==> src/hdl/assert_macros.svh <==
// ----------------------------------------------------------------------------
// Assertion macros
// Shared concurrent-assertion shorthands for the RTL files.
// ----------------------------------------------------------------------------
`ifndef ASSERT_MACROS_SVH
`define ASSERT_MACROS_SVH

// Same-cycle implication, disabled while reset is held.
`define ASSERT_NOW(lbl, clk, rst_n, ante, cons, msg) \
  lbl: assert property (@(posedge clk) disable iff (!(rst_n)) (ante) |-> (cons)) \
    else $error(msg);

// Next-cycle implication, disabled while reset is held.
`define ASSERT_NEXT(lbl, clk, rst_n, ante, cons, msg) \
  lbl: assert property (@(posedge clk) disable iff (!(rst_n)) (ante) |=> (cons)) \
    else $error(msg);

`endif

==> src/hdl/fir_pkg.sv <==
// ----------------------------------------------------------------------------
// fir_pkg
// Types and fixed constants of the saturating FIR filter.
// ----------------------------------------------------------------------------
package fir_pkg;

  // Request field widths fixed by the interface.
  localparam int COEF_INDEX_W = 6;

  // Configuration registers.
  localparam int TAP_COUNT_W  = 7;
  localparam int SHIFT_W      = 5;
  localparam int PADDR_W      = 3;
  localparam int REG_IDX_W    = 1;
  localparam int PDATA_W      = 32;

  localparam logic [REG_IDX_W-1:0] REG_TAP_COUNT    = 1'b0;
  localparam logic [REG_IDX_W-1:0] REG_OUTPUT_SHIFT = 1'b1;

  localparam logic [TAP_COUNT_W-1:0] TAP_COUNT_RST    = 7'd25;
  localparam logic [SHIFT_W-1:0]     OUTPUT_SHIFT_RST = 5'd15;

  // Request function codes.
  localparam logic FUNC_FILTER = 1'b0;
  localparam logic FUNC_COEF   = 1'b1;

  typedef enum logic [2:0] {
    ST_IDLE,
    ST_RUN,
    ST_DRAIN,
    ST_SHIFT,
    ST_OUT
  } fir_state_t;

endpackage

==> src/hdl/fir_if.sv <==
// ----------------------------------------------------------------------------
// fir_if
// Valid/ready channels carrying filter requests and filter results.
// ----------------------------------------------------------------------------
interface fir_in_if #(
  parameter int SAMPLE_WIDTH = 16,
  parameter int COEF_WIDTH   = 16
);
  import fir_pkg::*;

  logic                           valid;
  logic                           ready;
  logic                           func;
  logic signed [SAMPLE_WIDTH-1:0] sample;
  logic [COEF_INDEX_W-1:0]        coef_index;
  logic signed [COEF_WIDTH-1:0]   coef_value;
  logic                           block_end;

  modport source (output valid, func, sample, coef_index, coef_value, block_end,
                  input ready);
  modport sink   (input valid, func, sample, coef_index, coef_value, block_end,
                  output ready);
endinterface

interface fir_out_if #(
  parameter int SAMPLE_WIDTH = 16
);
  logic                           valid;
  logic                           ready;
  logic signed [SAMPLE_WIDTH-1:0] filtered_sample;
  logic                           saturated;
  logic                           block_end_out;

  modport source (output valid, filtered_sample, saturated, block_end_out,
                  input ready);
  modport sink   (input valid, filtered_sample, saturated, block_end_out,
                  output ready);
endinterface

==> src/hdl/fir_filter_saturating_core.sv <==
// ----------------------------------------------------------------------------
// fir_filter_saturating_core
// Direct-form FIR filter with one shared multiply-accumulate and saturation.
// ----------------------------------------------------------------------------
// A filter request (func = FUNC_FILTER) yields one result: the sum of
// coefficient[k] * x[n-k] over the active taps, arithmetically shifted right
// by output_shift and clamped to the signed sample range, with a flag when
// clamping happened. A coefficient request (func = FUNC_COEF) writes one
// coefficient and yields no result. One multiplier and one accumulator walk
// the taps, one tap per cycle, reading the coefficient and history memories
// through registered read ports; a filter request therefore occupies the
// block through the accepting step, the tap issues, the pipeline drain, a
// shift step and an output step, longer only while an earlier result still
// waits in the output register. The tap walk is what sets the rate. A
// finished result waits in the output register, so the next request is taken
// while the previous result is still pending. Both memories read as zero
// after reset through per-entry valid bits, so no clearing pass is needed.
// Registers: tap_count at byte address 0, output_shift at 4; write them only
// while the block is idle.
// ----------------------------------------------------------------------------
`include "assert_macros.svh"

module fir_filter_saturating_core #(
  parameter int MAX_TAPS     = 64,
  parameter int SAMPLE_WIDTH = 16,
  parameter int COEF_WIDTH   = 16,
  parameter int ACC_WIDTH    = 40
) (
  input  logic                          clk,
  input  logic                          rst_n,
  fir_in_if.sink                        in_ch,
  fir_out_if.source                     out_ch,
  input  logic                          psel,
  input  logic                          penable,
  input  logic                          pwrite,
  input  logic [fir_pkg::PADDR_W-1:0]   paddr,
  input  logic [fir_pkg::PDATA_W-1:0]   pwdata,
  output logic [fir_pkg::PDATA_W-1:0]   prdata,
  output logic                          pready
);
  import fir_pkg::*;

  localparam int HIST_DEPTH = MAX_TAPS - 1;
  localparam int PTR_W      = (HIST_DEPTH > 1) ? $clog2(HIST_DEPTH) : 1;
  localparam int TAP_W      = $clog2(MAX_TAPS);
  localparam int CNT_W      = $clog2(MAX_TAPS + 1);
  localparam int PROD_W     = SAMPLE_WIDTH + COEF_WIDTH;

  // Configuration registers.
  logic [TAP_COUNT_W-1:0] tap_count_r;
  logic [SHIFT_W-1:0]     output_shift_r;
  logic                   cfg_wr;
  logic [REG_IDX_W-1:0]   reg_idx;

  // Sequencer.
  fir_state_t state_r, state_nxt;
  logic       in_acc, filt_acc, coef_acc;
  logic       issue, last_issue, load_out;

  // Request latched for the tap walk.
  logic signed [SAMPLE_WIDTH-1:0] x_r;
  logic                           blk_r;
  logic [CNT_W-1:0]               taps_r, taps_eff;
  logic [CNT_W-1:0]               k_r;
  logic [PTR_W-1:0]               rptr_r;
  logic [PTR_W-1:0]               hptr_r;

  // Memories with their valid bits.
  logic signed [COEF_WIDTH-1:0]   coef_mem [MAX_TAPS];
  logic                           coef_vld_r [MAX_TAPS];
  logic signed [SAMPLE_WIDTH-1:0] hist_mem [HIST_DEPTH];
  logic                           hist_vld_r [HIST_DEPTH];
  logic                           coef_wr;
  logic [TAP_W-1:0]               coef_waddr;

  // MAC pipeline.
  logic                           rd_v_r, rd_selx_r;
  logic signed [COEF_WIDTH-1:0]   coef_rd_r;
  logic                           coef_ok_r;
  logic signed [SAMPLE_WIDTH-1:0] hist_rd_r;
  logic                           hist_ok_r;
  logic signed [COEF_WIDTH-1:0]   mul_a;
  logic signed [SAMPLE_WIDTH-1:0] mul_b;
  logic                           mul_v_r;
  logic signed [PROD_W-1:0]       prod_r;
  logic signed [ACC_WIDTH-1:0]    acc_r;
  logic signed [ACC_WIDTH-1:0]    shifted_r;

  // Saturation and result register.
  logic [ACC_WIDTH-SAMPLE_WIDTH:0] upper;
  logic                            fits;
  logic signed [SAMPLE_WIDTH-1:0]  sat_val;
  logic                            out_valid_r;
  logic signed [SAMPLE_WIDTH-1:0]  out_sample_r;
  logic                            out_sat_r;
  logic                            out_blk_r;

  // --------------------------------------------------------------------------
  // Configuration port: two-phase write, always ready, byte address 4*index.
  // --------------------------------------------------------------------------
  assign pready  = 1'b1;
  assign cfg_wr  = psel && penable && pwrite && pready;
  assign reg_idx = paddr[PADDR_W-1:2];

  always_ff @(posedge clk) begin
    if (!rst_n) begin
      tap_count_r    <= TAP_COUNT_RST;
      output_shift_r <= OUTPUT_SHIFT_RST;
    end else if (cfg_wr) begin
      case (reg_idx)
        REG_TAP_COUNT:    tap_count_r    <= pwdata[TAP_COUNT_W-1:0];
        REG_OUTPUT_SHIFT: output_shift_r <= pwdata[SHIFT_W-1:0];
        default: ;
      endcase
    end
  end

  always_comb begin
    case (reg_idx)
      REG_TAP_COUNT:    prdata = {{(PDATA_W-TAP_COUNT_W){1'b0}}, tap_count_r};
      REG_OUTPUT_SHIFT: prdata = {{(PDATA_W-SHIFT_W){1'b0}}, output_shift_r};
      default:          prdata = '0;
    endcase
  end

  // Clamp the tap count: zero means one tap, anything above the store depth
  // means the full depth.
  always_comb begin
    if (tap_count_r == '0) begin
      taps_eff = CNT_W'(1);
    end else if (32'(tap_count_r) > 32'(MAX_TAPS)) begin
      taps_eff = CNT_W'(MAX_TAPS);
    end else begin
      taps_eff = CNT_W'(tap_count_r);
    end
  end

  // --------------------------------------------------------------------------
  // Sequencer
  // --------------------------------------------------------------------------
  assign in_ch.ready = (state_r == ST_IDLE);
  assign in_acc      = in_ch.valid && in_ch.ready;
  assign filt_acc    = in_acc && (in_ch.func == FUNC_FILTER);
  assign coef_acc    = in_acc && (in_ch.func == FUNC_COEF);
  assign last_issue  = (k_r == taps_r - CNT_W'(1));

  always_ff @(posedge clk) begin
    if (!rst_n) begin
      state_r <= ST_IDLE;
    end else begin
      state_r <= state_nxt;
    end
  end

  always_comb begin
    state_nxt = state_r;
    issue     = 1'b0;
    load_out  = 1'b0;
    case (state_r)
      ST_IDLE: begin
        if (filt_acc) state_nxt = ST_RUN;
      end
      ST_RUN: begin
        issue = 1'b1;
        if (last_issue) state_nxt = ST_DRAIN;
      end
      ST_DRAIN: begin
        // wait for the last product to land in the accumulator
        if (!rd_v_r && !mul_v_r) state_nxt = ST_SHIFT;
      end
      ST_SHIFT: begin
        state_nxt = ST_OUT;
      end
      ST_OUT: begin
        // hold until the result register is free
        if (!out_valid_r || out_ch.ready) begin
          load_out  = 1'b1;
          state_nxt = ST_IDLE;
        end
      end
      default: state_nxt = ST_IDLE;
    endcase
  end

  // --------------------------------------------------------------------------
  // Tap walk: coefficient k pairs with the new sample for k = 0, and with
  // history slot (pointer - k) mod depth otherwise.
  // --------------------------------------------------------------------------
  always_ff @(posedge clk) begin
    if (filt_acc) begin
      x_r    <= in_ch.sample;
      blk_r  <= in_ch.block_end;
      taps_r <= taps_eff;
      rptr_r <= hptr_r;
    end else if (issue) begin
      rptr_r <= (rptr_r == '0) ? PTR_W'(HIST_DEPTH - 1) : rptr_r - PTR_W'(1);
    end
  end

  always_ff @(posedge clk) begin
    if (!rst_n) begin
      k_r     <= '0;
      rd_v_r  <= 1'b0;
      mul_v_r <= 1'b0;
    end else begin
      if (filt_acc) begin
        k_r <= '0;
      end else if (issue) begin
        k_r <= k_r + CNT_W'(1);
      end
      rd_v_r  <= issue;
      mul_v_r <= rd_v_r;
    end
  end

  // Coefficient store: write on a coefficient request, read during the walk.
  assign coef_waddr = TAP_W'(in_ch.coef_index);
  assign coef_wr    = coef_acc && (32'(in_ch.coef_index) < 32'(MAX_TAPS));

  always_ff @(posedge clk) begin
    if (coef_wr) begin
      coef_mem[coef_waddr] <= in_ch.coef_value;
    end
    coef_rd_r <= coef_mem[k_r[TAP_W-1:0]];
  end

  always_ff @(posedge clk) begin
    if (!rst_n) begin
      for (int i = 0; i < MAX_TAPS; i++) coef_vld_r[i] <= 1'b0;
    end else if (coef_wr) begin
      coef_vld_r[coef_waddr] <= 1'b1;
    end
  end

  // History: write the new sample once its result is out, read during the walk.
  always_ff @(posedge clk) begin
    if (load_out) begin
      hist_mem[hptr_r] <= x_r;
    end
    hist_rd_r <= hist_mem[rptr_r];
  end

  always_ff @(posedge clk) begin
    if (!rst_n) begin
      for (int i = 0; i < HIST_DEPTH; i++) hist_vld_r[i] <= 1'b0;
      hptr_r <= '0;
    end else if (load_out) begin
      hist_vld_r[hptr_r] <= 1'b1;
      hptr_r <= (32'(hptr_r) == HIST_DEPTH - 1) ? '0 : hptr_r + PTR_W'(1);
    end
  end

  always_ff @(posedge clk) begin
    coef_ok_r <= coef_vld_r[k_r[TAP_W-1:0]];
    hist_ok_r <= hist_vld_r[rptr_r];
    rd_selx_r <= (k_r == '0);
  end

  // Shared multiplier, then accumulate with two's complement wrap.
  assign mul_a = coef_ok_r ? coef_rd_r : '0;
  assign mul_b = rd_selx_r ? x_r : (hist_ok_r ? hist_rd_r : '0);

  always_ff @(posedge clk) begin
    prod_r <= mul_a * mul_b;
    if (filt_acc) begin
      acc_r <= '0;
    end else if (mul_v_r) begin
      acc_r <= acc_r + ACC_WIDTH'(prod_r);
    end
    if (state_r == ST_SHIFT) begin
      shifted_r <= acc_r >>> output_shift_r;
    end
  end

  // --------------------------------------------------------------------------
  // Saturation and result register
  // --------------------------------------------------------------------------
  assign upper = shifted_r[ACC_WIDTH-1:SAMPLE_WIDTH-1];
  assign fits  = (&upper) || !(|upper);

  always_comb begin
    if (fits) begin
      sat_val = shifted_r[SAMPLE_WIDTH-1:0];
    end else if (shifted_r[ACC_WIDTH-1]) begin
      sat_val = {1'b1, {(SAMPLE_WIDTH-1){1'b0}}};
    end else begin
      sat_val = {1'b0, {(SAMPLE_WIDTH-1){1'b1}}};
    end
  end

  always_ff @(posedge clk) begin
    if (!rst_n) begin
      out_valid_r <= 1'b0;
    end else if (load_out) begin
      out_valid_r <= 1'b1;
    end else if (out_ch.ready) begin
      out_valid_r <= 1'b0;
    end
  end

  always_ff @(posedge clk) begin
    if (load_out) begin
      out_sample_r <= sat_val;
      out_sat_r    <= !fits;
      out_blk_r    <= blk_r;
    end
  end

  assign out_ch.valid           = out_valid_r;
  assign out_ch.filtered_sample = out_sample_r;
  assign out_ch.saturated       = out_sat_r;
  assign out_ch.block_end_out   = out_blk_r;

  // --------------------------------------------------------------------------
  // Assertions
  // --------------------------------------------------------------------------
  `ASSERT_NEXT(a_filt_starts_walk, clk, rst_n, filt_acc, state_r == ST_RUN, "filter request did not start the tap walk")
  `ASSERT_NEXT(a_coef_keeps_ptr, clk, rst_n, coef_acc, $stable(hptr_r), "coefficient request moved the history pointer")
  `ASSERT_NOW(a_walk_in_range, clk, rst_n, state_r == ST_RUN, k_r < taps_r, "tap counter ran past the tap count")
  `ASSERT_NOW(a_ptr_in_range, clk, rst_n, 1'b1, 32'(hptr_r) < HIST_DEPTH, "history pointer out of range")
  `ASSERT_NOW(a_result_from_out, clk, rst_n, $rose(out_valid_r), $past(state_r) == ST_OUT, "result appeared outside the output step")

endmodule
==> src/flat_wrapper.sv <==
// flat-port wrapper written by rule: the top's interface ports become plain ports
module fir_filter_saturating_core_flat import fir_pkg::*;
#(
  parameter int MAX_TAPS     = 64,
  parameter int SAMPLE_WIDTH = 16,
  parameter int COEF_WIDTH   = 16,
  parameter int ACC_WIDTH    = 40
)
  (clk, rst_n, psel, penable, pwrite, paddr, pwdata, prdata, pready, in_ch_valid, in_ch_func, in_ch_sample, in_ch_coef_index, in_ch_coef_value, in_ch_block_end, in_ch_ready, out_ch_valid, out_ch_filtered_sample, out_ch_saturated, out_ch_block_end_out, out_ch_ready);
  fir_in_if #(.SAMPLE_WIDTH(SAMPLE_WIDTH), .COEF_WIDTH(COEF_WIDTH)) in_ch_i ();
  fir_out_if #(.SAMPLE_WIDTH(SAMPLE_WIDTH)) out_ch_i ();
  input  logic clk;
  input  logic rst_n;
  input  logic psel;
  input  logic penable;
  input  logic pwrite;
  input  logic [fir_pkg::PADDR_W-1:0] paddr;
  input  logic [fir_pkg::PDATA_W-1:0] pwdata;
  output logic [fir_pkg::PDATA_W-1:0] prdata;
  output logic pready;
  input wire logic [$bits(in_ch_i.valid)-1:0] in_ch_valid;
  input wire logic [$bits(in_ch_i.func)-1:0] in_ch_func;
  input wire logic [$bits(in_ch_i.sample)-1:0] in_ch_sample;
  input wire logic [$bits(in_ch_i.coef_index)-1:0] in_ch_coef_index;
  input wire logic [$bits(in_ch_i.coef_value)-1:0] in_ch_coef_value;
  input wire logic [$bits(in_ch_i.block_end)-1:0] in_ch_block_end;
  output wire logic [$bits(in_ch_i.ready)-1:0] in_ch_ready;
  output wire logic [$bits(out_ch_i.valid)-1:0] out_ch_valid;
  output wire logic [$bits(out_ch_i.filtered_sample)-1:0] out_ch_filtered_sample;
  output wire logic [$bits(out_ch_i.saturated)-1:0] out_ch_saturated;
  output wire logic [$bits(out_ch_i.block_end_out)-1:0] out_ch_block_end_out;
  input wire logic [$bits(out_ch_i.ready)-1:0] out_ch_ready;
  assign in_ch_i.valid = in_ch_valid;
  assign in_ch_i.func = in_ch_func;
  assign in_ch_i.sample = in_ch_sample;
  assign in_ch_i.coef_index = in_ch_coef_index;
  assign in_ch_i.coef_value = in_ch_coef_value;
  assign in_ch_i.block_end = in_ch_block_end;
  assign in_ch_ready = in_ch_i.ready;
  assign out_ch_valid = out_ch_i.valid;
  assign out_ch_filtered_sample = out_ch_i.filtered_sample;
  assign out_ch_saturated = out_ch_i.saturated;
  assign out_ch_block_end_out = out_ch_i.block_end_out;
  assign out_ch_i.ready = out_ch_ready;
  fir_filter_saturating_core #(.MAX_TAPS(MAX_TAPS), .SAMPLE_WIDTH(SAMPLE_WIDTH), .COEF_WIDTH(COEF_WIDTH), .ACC_WIDTH(ACC_WIDTH)) u_core (.clk(clk), .rst_n(rst_n), .in_ch(in_ch_i), .out_ch(out_ch_i), .psel(psel), .penable(penable), .pwrite(pwrite), .paddr(paddr), .pwdata(pwdata), .prdata(prdata), .pready(pready));
endmodule
==> config.mk <==
export PLATFORM = sky130hd
export DESIGN_NAME = fir_filter_saturating_core_flat
export DESIGN_NICKNAME = d
export VERILOG_FILES = /design/src/hdl/fir_pkg.sv /design/src/hdl/fir_if.sv /design/src/hdl/fir_filter_saturating_core.sv /design/src/flat_wrapper.sv
export VERILOG_INCLUDE_DIRS = /design/src /design/src/hdl
export SDC_FILE = /design/constraint.sdc
export NUM_CORES = 2
export LEC_CHECK = 0
export BUFFER_PORTS_ARGS = -buffer_cell sky130_fd_sc_hd__buf_2
export CAP_MARGIN = 30
export CORE_MARGIN = 3
export CORE_UTILIZATION = 57
export CTS_CLUSTER_DIAMETER = 50
export DETAILED_ROUTE_END_ITERATION = 8
export HOLD_SLACK_MARGIN = 0.03
export PLACE_DENSITY_LB_ADDON = 0.05
export REMOVE_ABC_BUFFERS = 1
export SETUP_SLACK_MARGIN = 0.15
export SYNTH_ARGS = -nofsm -noshare
export SYNTH_HDL_FRONTEND = slang
export SYNTH_SLANG_ARGS = --single-unit
==> constraint.sdc <==
create_clock -name clk -period 17.75 [get_ports clk]
set_input_delay 1.775 -clock clk [delete_from_list [all_inputs] [get_ports clk]]
set_output_delay 1.775 -clock clk [all_outputs]
set_load 0.05 [all_outputs]
==> impl_metrics.tcl <==
set metrics [dict create \
    outcome "complete, no violations" \
    drt_iter0_drc 5572 \
    initial_utilization_pct 57.5 \
    critPathKind "flip-flop to flip-flop" \
    cts_resized 0 \
    netlist_instances 5890 \
    drv_cap 0 \
    design.die.area_sq_um 188000 \
    switchingPower_mw 3.73 \
    final_util_pct 64.2 \
    fmax_mhz 133 \
    p_total_mw 13.9 \
    fin_tns_setup_ns 0 \
    overflow 0 \
    hold_depth 1 \
    hold_ws_ns 0.441 \
    ys_types 72 \
    clk-insertion-delay-late_ns 0.86 \
    start_kind "flip-flop" \
    cts.path.max_buffers 3 \
    ys_seq_area_share_pct 66.3 \
    cts_root_buffer "clkbuf_16" \
    pin_count 135 \
    cts_hold_buf 0 \
    synthFlopType "edfxtp_1" \
    nNetsFinal 6609 \
    yosysTopAreaCellShare_pct 61.2 \
    cts.sinks 2386 \
    path_max_fanout 46 \
    die_x_um 433 \
    ys_ff_latch 2386 \
    slew_viol_final 0 \
    rows 156 \
    post_cts_buffers 0 \
    gp_congestion 0.889 \
    synth_commonest_cells "edfxtp_1 (2120), mux4_2 (674), nor2_1 (393), inv_1 (329), nand2_1 (301)" \
    core_sq_um 181000 \
    vias 54002 \
    synth_area_sq_um 104000 \
    p_comb_share_pct 19.2 \
    avgSynthCellArea_sq_um 17.7 \
    hp-start "u_core.hist_vld_r[63]" \
    pwr-share-seq_pct 45.6 \
    die_h_um 433 \
    r2r_slack_ns 10.23 \
    path_clk_slew_ns 0.06 \
    cts_tree "built" \
    n_fill_cell 12623 \
    wl_per_cell_um 28.0 \
    p_leak_nw 39.7 \
    fin_skew_ns 0.0490 \
    tightestPinTransition_ns 1.16 \
    hold_end "u_core.hist_vld_r[63]" \
    syn_to_final_growth_pct 11.8 \
    reg2reg_from "u_core.x_r[2]" \
    grt_pass1_vias 54825 \
    drcViolationCount 0 \
    switching_share_pct 26.7 \
    drive_gt1_share_pct 23.7 \
    min_period_over_period_pct 42.4 \
    setup_viol 0 \
    yosysMostFrequentCell "edfxtp_1" \
    vias_per_cell 6.19 \
    worst_r2r_path_depth 23 \
    dpl_worst_slack_ns 10.40 \
    period_needed_ns 7.52 \
    grt_util_all_layers_pct 26.6 \
    dpl.hpwl_mm 150 \
    port_buffers 81 \
    synthTopCellsByArea "edfxtp_1 (61%), mux4_2 (15%), dfxtp_1 (5.1%), fa_1 (5.1%), ha_1 (1.5%)" \
    grt_max_degree 105 \
    postRouteAntennaNets 0 \
    setup_slack_ns 10.23 \
    powerDensity_nw_per_um2 120 \
    critPathCaptureType "flip-flop" \
    grt_pass1_wl_mm 364 \
    arrival_ns 8.23 \
    antenna_found_initial 15 \
    r2r-end "u_core.prod_r[24]" \
    synthArstFlopShare_pct 0 \
    hold_class "flip-flop to flip-flop" \
    synth_edf_count 2120 \
    required_ns 18.45 \
    peakVddDrop_mv 0.123 \
    cts_buffers 235 \
    relSlewSlack_pct 22.9 \
    synth_area_leader_cell "edfxtp_1" \
    ys_warn_count 0 \
    p_clk_share_pct 35.2 \
    hold_viol_final 0 \
    routed_wl_mm 245 \
    htree_levels 4 \
    drt_pre_antenna_iters 5 \
    rsz0062_at_grt "no" \
    p_int_mw 10.2 \
]
[power by group through the flow]
stage | logic [mW] | registers (mW) | clock network, mW
2_1_floorplan | 2.00 | 6.76 | 0
3_3_place_gp | 2.66 | 6.47 | 0
3_5_place_dp | 2.68 | 6.47 | 0
4_1_cts | 2.69 | 6.35 | 5.00
5_1_grt | 2.87 | 6.36 | 5.23
6_report | 2.68 | 6.35 | 4.92
[cells by family after synthesis]
logic type,synth area share [%]
fa+ha+maj,6.60
flops,66.3
other cells,0.00722
xor+xnor,0.690
simple gates,4.04
compound gates,3.69
mux,16.1
buf+inv,2.60
[worst max-delay path by stage]
stage	startpoint	endpoint	slack, ns
6_report	u_core.x_r[2]	u_core.prod_r[24]	10.23
5_1_grt	u_core.x_r[2]	u_core.prod_r[30]	9.83
4_1_cts	u_core.x_r[2]	u_core.prod_r[30]	10.34
3_5_place_dp	u_core.x_r[2]	u_core.prod_r[30]	10.40
3_3_place_gp	u_core.x_r[2]	u_core.prod_r[24]	10.42
2_1_floorplan	u_core.k_r[0]	u_core.coef_rd_r[6]	4.73
[through the flow]
| step | area (sq um) | std cells |
|---|---|---|
| 2_1_floorplan | 103000 | 5583 |
| 3_3_place_gp | 108000 | 8228 |
| 3_5_place_dp | 108000 | 8262 |
| 4_1_cts | 116000 | 8707 |
| 5_1_grt | 116000 | 8715 |
| 6_report | 116000 | 8723 |
[critical path: stages, from the launching register on]
cell and delay [ns]:
edfxtp_1 0.36, buf_4 0.31, buf_4 0.31, a22oi_1 0.77, nor2_1 0.16, fa_1 0.58
inv_1 0.05, fa_1 0.53, fa_1 0.53, inv_1 0.06, fa_1 0.49, fa_1 0.49
inv_1 0.05, fa_1 0.54, inv_1 0.06, ha_1 0.38, nand2_1 0.13, nor3_1 0.27
a41oi_1 0.22, a31oi_1 0.48, nor2_1 0.15, o211ai_1 0.20, a21oi_1 0.10, xnor2_1 0.12
[sequential cells by signal (all words and copies together), names as in the netlist, 6 cells and up]
name	count
u_core.coef_rd_r	16
u_core.hptr_r	6
u_core.shifted_r	40
u_core.hist_rd_r	16
u_core.acc_r	40
u_core.coef_mem	1024
u_core.coef_vld_r	64
u_core.k_r	7
u_core.rptr_r	6
u_core.hist_mem	1008
u_core.tap_count_r	7
u_core.hist_vld_r	64
u_core.prod_r	32
u_core.taps_r	7
u_core.out_ch.filtered_sample	16
u_core.x_r	16
[cells in the final DEF (no fill, tap or decap), types with 18 or more instances in the layout]
cell / count
a211oi_1: 19
a21o_1: 31
a21oi_1: 122
a22oi_1: 22
and2_1: 23
buf_2: 81
buf_4: 195
clkbuf_1: 67
clkbuf_16: 240
clkbuf_8: 20
clkinv_1: 35
clkinv_2: 30
conb_1: 26
dfxtp_1: 259
edfxtp_1: 2120
fa_1: 263
ha_1: 128
inv_1: 328
mux2_2: 29
mux2i_1: 123
mux4_2: 674
nand2_1: 301
nand2b_1: 31
nand3_1: 32
nand3b_1: 18
nand4_1: 27
nor2_1: 285
nor2_2: 108
nor2b_1: 30
nor3_1: 28
o21a_1: 136
o21ai_0: 140
xnor2_1: 50
xor2_1: 32
[metal layers]
layer  global-route usage [%]  part of all wire, %  vias to the layer above
met2                     43.0                   49                     1858
met3                     4.57                  6.7                      345
li1                         -                    -                    23305
met5                        0                0.022                        -
met1                     38.2                   42                    28486
met4                     7.15                  2.5                        8
[final cells by class]
type	instances	area (sq um)	area share, %
clock buffers	327	6530	5.62
diodes	9	22.5	0.0194
inverters	333	1250	1.07
clock inverters	118	1200	1.03
repair buffers	316	2610	2.24
well taps	2370	2970	2.55
multi-input cells	2864	32700	28.1
flip-flops and latches	2386	69000	59.3
No activity file was read; power rests on OpenSTA's default activity.
